==> src/sv/slfl_ram.sv <==
// ---------------------------------------------------------------------------
// slfl_ram
// generic single write port ram with one registered read port
// ---------------------------------------------------------------------------
`default_nettype none

module slfl_ram #(
   parameter int WIDTH  = 8,
   parameter int DEPTH  = 256,
   localparam int ADDR_W = $clog2(DEPTH)
) (
   input  wire logic              clock,
   input  wire logic              wr_en,
   input  wire logic [ADDR_W-1:0] wr_addr,
   input  wire logic [WIDTH-1:0]  wr_data,
   input  wire logic              rd_en,
   input  wire logic [ADDR_W-1:0] rd_addr,
   output logic      [WIDTH-1:0]  rd_data_ff
);

   logic [WIDTH-1:0] mem [DEPTH];

   always_ff @(posedge clock) begin
      if (wr_en) begin
         mem[wr_addr] <= wr_data;
      end
      if (rd_en) begin
         rd_data_ff <= mem[rd_addr];
      end
   end

endmodule

`default_nettype wire
==> config.mk <==
export PLATFORM = sky130hd
export DESIGN_NAME = slfl_ram
export DESIGN_NICKNAME = d
export VERILOG_FILES = /design/src/sv/slfl_ram.sv
export SDC_FILE = /design/constraint.sdc
export NUM_CORES = 2
export LEC_CHECK = 0
export CORE_MARGIN = 4
export CORE_UTILIZATION = 30
export CTS_BUF_LIST = sky130_fd_sc_hd__clkbuf_8
export CTS_CLUSTER_SIZE = 40
export DETAILED_ROUTE_END_ITERATION = 8
export DONT_BUFFER_PORTS = 1
export GPL_TIMING_DRIVEN = 0
export PLACE_DENSITY = 0.53
export RECOVER_POWER = 100
export SYNTH_ARGS = -nofsm -noshare
export SYNTH_HDL_FRONTEND = slang
export SYNTH_SLANG_ARGS = --single-unit
==> constraint.sdc <==
create_clock -name clock -period 5.9 [get_ports clock]
set_input_delay 0 -clock clock [delete_from_list [all_inputs] [get_ports clock]]
set_output_delay 0 -clock clock [all_outputs]
set_load 0.02 [all_outputs]
# Yosys cells after proc, flatten, opt, wreduce, memory -nomap -nowiden
# Memory sizes are Yosys's and may differ from the RTL's. A register that Yosys moved wholly into a read port is not among the register bits.
# Index checks and enable logic that the tools add are counted.
# word_totals
regBits,0
mem_bits_rw,2048
in_bits,27
output_inout_bits,8
memories,1
# op_classes
muxes,2
# memory_table
name,depth,width,rd,rd_clocked_by_memory_dff,wr,line,source
mem,256,8,1,1,1,21,logic [WIDTH-1:0] mem [DEPTH];
# ops
operator,n
two-way mux 1 bit,2

# Depth between registers and ports, before layout
# depth
ltp_word,2
mapped_depth,11
mapped_depth_nobuf,6

# Worst setup path before layout
# OpenSTA, ideal clock, no wires.
# synth_path
kind,input-to-reg
startpoint,input rd_addr[0]
endpoint,register rd_data_ff[2] (read register of mem) (data pin)
setup_ns,0.269
arrival_time_ns,1.807
setup_slack_ns,3.824
cell_stages,9
n_path_buf,4
cell_sequence,buf_6 buf_12 buf_8 buf_2 mux4_2 a22oi_1 a21oi_1 nor4_1 nor4_2
# synth_rtl
item,line,source
start: declaration,17,"input wire logic [ADDR_W-1:0] rd_addr,"
end: declaration,18,output logic [WIDTH-1:0] rd_data_ff

==> metrics.txt <==
# TYPE chip_impl_metric gauge
chip_impl_metric{name="dp.final_hpwl",unit="mm"} 166
chip_impl_info{name="hold_path_class",value="input port to register"} 1
chip_impl_metric{name="setup_viol",unit=""} 0
chip_impl_metric{name="synth.area.mux_share",unit="%"} 14.6
chip_impl_metric{name="top_level_ports",unit=""} 35
chip_impl_metric{name="syn_area",unit="sq um"} 79600
chip_impl_metric{name="crit_arrival",unit="ns"} 5.76
chip_impl_metric{name="clkTransAtPathRegs",unit="ns"} 0.06
chip_impl_metric{name="pin_count_of_the_biggest_net_entering_global_routing",unit=""} 257
chip_impl_info{name="status",value="finished with violations"} 1
chip_impl_metric{name="dr.first_iter.drc_count",unit=""} 5764
chip_impl_metric{name="cap_violations",unit=""} 24
chip_impl_metric{name="synth-seq-area-share",unit="%"} 77.5
chip_impl_metric{name="slew_headroom",unit="%"} -276
chip_impl_metric{name="dr.pass1.iters",unit=""} 6
chip_impl_info{name="cts_root_buf",value="sky130_fd_sc_hd__clkbuf_8"} 1
chip_impl_metric{name="tightest_slew",unit="ns"} 5.64
chip_impl_metric{name="drc_errors",unit=""} 0
chip_impl_metric{name="pwr_density_cell",unit="nW/um^2"} 326
chip_impl_metric{name="syn-mean-instance-area",unit="sq um"} 21.3
chip_impl_info{name="synth_top_family_by_area",value="multiplexers"} 1
chip_impl_metric{name="die_area",unit="sq um"} 274000
chip_impl_metric{name="cp_data_required_time",unit="ns"} 6.55
chip_impl_metric{name="place_inst",unit=""} 7253
chip_impl_metric{name="synth_fa_ha_area_share",unit="%"} 0
chip_impl_info{name="synth_ff_type",value="sky130_fd_sc_hd__edfxtp_1"} 1
chip_impl_metric{name="core.rowCount",unit=""} 188
chip_impl_metric{name="clk_buf_depth",unit=""} 4
chip_impl_metric{name="post_drt_via_cell_ratio",unit=""} 5.33
chip_impl_metric{name="vias",unit=""} 42141
chip_impl_metric{name="antenna_found_initial",unit=""} 23
chip_impl_metric{name="cts_sinks",unit=""} 2056
chip_impl_metric{name="layout-drive-gt1-share",unit="%"} 22.7
chip_impl_metric{name="antenna_left",unit=""} 0
chip_impl_info{name="setup.worst_path.class",value="input port to register"} 1
chip_impl_metric{name="timing.setup.tns",unit="ns"} 0
chip_impl_metric{name="h_tree_depth_reported_by_cts",unit=""} 5
chip_impl_metric{name="max_clock_freq",unit="GHz"} 0.196
chip_impl_metric{name="synth_compound_area_share",unit="%"} 3.42
chip_impl_metric{name="wirelength",unit="mm"} 261
chip_impl_metric{name="mappedNetlistNets",unit=""} 3760
chip_impl_metric{name="yosysUniqueCellTypes",unit=""} 54
chip_impl_metric{name="chipHeight",unit="microns"} 523
chip_impl_metric{name="grt_usage",unit="%"} 18.7
chip_impl_info{name="layout_common_cells",value="sky130_fd_sc_hd__edfxtp_1 (2,056), sky130_fd_sc_hd__mux4_2 (454), sky130_fd_sc_hd__clkbuf_8 (362), sky130_fd_sc_hd__nor2_1 (282), sky130_fd_sc_hd__mux2i_1 (134)"} 1
chip_impl_metric{name="ctsResizeCount",unit=""} 0
chip_impl_info{name="layout.cells.most_common",value="sky130_fd_sc_hd__edfxtp_1"} 1
chip_impl_metric{name="synth_simple_gate_area_share",unit="%"} 2.63
chip_impl_metric{name="yosys.area_share.xor_xnor",unit="%"} 0
chip_impl_metric{name="power.ir.vdd_worst",unit="V"} 0.000271
chip_impl_metric{name="synth-edff-count",unit=""} 2056
chip_impl_metric{name="area_delta_synth_final",unit="%"} 13.9
chip_impl_metric{name="floorplan.core_area",unit="sq um"} 263000
chip_impl_info{name="cp_startpoint_kind",value="input port"} 1
chip_impl_metric{name="cts-buffers-inserted",unit=""} 355
chip_impl_metric{name="final_hold_viol_count",unit=""} 0
chip_impl_metric{name="placement.cell_area",unit="sq um"} 84100
chip_impl_info{name="failing_checks",value="capacitance limit, slew limit"} 1
chip_impl_metric{name="die_w",unit="microns"} 523
chip_impl_metric{name="async_reset_ff_share",unit="%"} 0
chip_impl_metric{name="static-leakage-power",unit="nW"} 27.7
chip_impl_metric{name="ys_ff_latch",unit=""} 2056
chip_impl_metric{name="syn-instance-count",unit=""} 3733
chip_impl_metric{name="place_congestion",unit=""} 1.04
chip_impl_metric{name="first_pass_grt_wire_length",unit="mm"} 351
chip_impl_metric{name="post-route-cell-area",unit="sq um"} 90700
chip_impl_metric{name="final-max-slew-violation-count",unit=""} 502
chip_impl_info{name="tritoncts_clock_tree",value="yes"} 1
chip_impl_metric{name="period_share",unit="%"} 86.7
chip_impl_metric{name="overflow",unit=""} 0
chip_impl_metric{name="via_count_of_the_first_global_routing_pass",unit=""} 41983
chip_impl_metric{name="cp_max_fo",unit=""} 10
chip_impl_metric{name="timing.final.crit_period",unit="ns"} 5.11
chip_impl_metric{name="starting_density",unit="%"} 30.3
chip_impl_metric{name="finalClockSkew",unit="ns"} 0.0566
chip_impl_metric{name="port_buffers",unit=""} 0
chip_impl_metric{name="finalNetCount",unit=""} 4156
chip_impl_info{name="rsz0062_at_grt",value="false"} 1
chip_impl_metric{name="worst_skew_pair.late_latency",unit="ns"} 1.06
chip_impl_metric{name="routedWlPerCell",unit="microns"} 32.9
chip_impl_info{name="cp-end-kind",value="register"} 1
chip_impl_metric{name="synth.yosys.warnings",unit=""} 0
chip_impl_metric{name="fin_cells",unit=""} 7908
flip-flops by register name (all words and copies together), names as in the netlist:
register and count:
rd_data_ff 8, mem 2048
metal layers:
metal	global-route usage [%]	share of wire [%]	vias to the layer above
li1	-	-	16562
met1	24.9	40	22766
met2	29.2	47	2322
met3	4.61	9.4	485
met4	7.81	4.1	6
met5	0.0347	0.013	-
final cells by class:
class                           instances  area [sq um]
Antenna cell                           18          45.0
Buffer                                233          1460
Clock buffer                          362          4980
Clock inverter                        241          1100
Fill cell                           24671        173000
Inverter                                2          7.51
Multi-Input combinational cell       1442         16500
Sequential cell                      2056         61700
Tap cell                             3515          4400
Timing Repair Buffer                   39           495
Yosys cell counts, drive strengths merged (10+ instances only):
| library cell | n | area, sq um |
|---|---|---|
| edfxtp | 2056 | 61700 |
| mux4 | 456 | 10300 |
| nor2 | 282 | 1060 |
| mux2i | 134 | 1340 |
| a22oi | 133 | 998 |
| buf | 122 | 1030 |
| clkbuf | 111 | 417 |
| a21oi | 96 | 480 |
| o221ai | 47 | 418 |
| nand3 | 34 | 170 |
| nand2 | 33 | 124 |
| nor2b | 31 | 194 |
| o22ai | 28 | 175 |
| nor4 | 27 | 188 |
| nor3 | 22 | 110 |
| a211oi | 16 | 120 |
| a221oi | 14 | 129 |
| o21ai | 12 | 60.1 |
| nand4 | 10 | 62.6 |
| o211ai | 10 | 75.1 |
logic make-up (layout without fill, tap and decap cells):
logic type             after synthesis  in the layout
DFF                               2056           2056
muxes                              591            591
and+or+nand+nor                    466            466
AOI/OAI and AO/OA                  385            385
buffers and inverters              235            877
other                                0             18
stage by stage:
stage	util [%]	hold slack, ns	setup WS, ns	power (W)
3_3_place_gp	31.9	0.113	0.463	0.0179
3_5_place_dp	32.0	0.113	0.569	0.0179
6_report	34.5	0.172	0.787	0.0295
4_1_cts	34.5	0.0455	1.71	0.0297
2_1_floorplan	-	0.0989	3.82	0.0172
5_1_grt	34.4	0.136	1.08	0.0304
worst max-delay path: stages:
cell	delay (ns)
sky130_fd_sc_hd__buf_2	0.17
sky130_fd_sc_hd__clkbuf_1	1.17
sky130_fd_sc_hd__buf_2	0.47
sky130_fd_sc_hd__clkbuf_1	1.04
sky130_fd_sc_hd__mux4_2	0.47
sky130_fd_sc_hd__o22ai_1	0.09
sky130_fd_sc_hd__nor3_1	0.88
sky130_fd_sc_hd__nor4_1	0.20
sky130_fd_sc_hd__nor4_1	1.20
worst paths after layout:
kind / startpoint / end / slack, ns / depth (start not counted)
setup / recovery: rd_addr[1] / rd_data_ff[7]$_DFFE_PP_ / 0.79 / 9
hold / removal: wr_addr[5] / mem[98][5]$_DFFE_PP_ / 0.17 / 3
setup reg to reg: mem[136][1]$_DFFE_PP_ / rd_data_ff[1]$_DFFE_PP_ / 1.95 / 6
hold reg to reg: mem[33][5]$_DFFE_PP_ / rd_data_ff[5]$_DFFE_PP_ / 1.23 / 6
report_power, final:
part	total, W	internal [W]	leakage [nW]	switching (W)
Combinational	0.00176	0.000506	5.74	0.00125
Sequential	0.0162	0.0161	18.5	0.0000252
Clock	0.0116	0.00587	3.49	0.00574
Total	0.0295	0.0225	27.7	0.00701
repair_timing:
item | CTS | global route
hold buffers | 34 | 0
buffers inserted | 0 | 0
hold endpoints to repair | 2891 | 0
No activity file was read; power rests on OpenSTA's default activity.
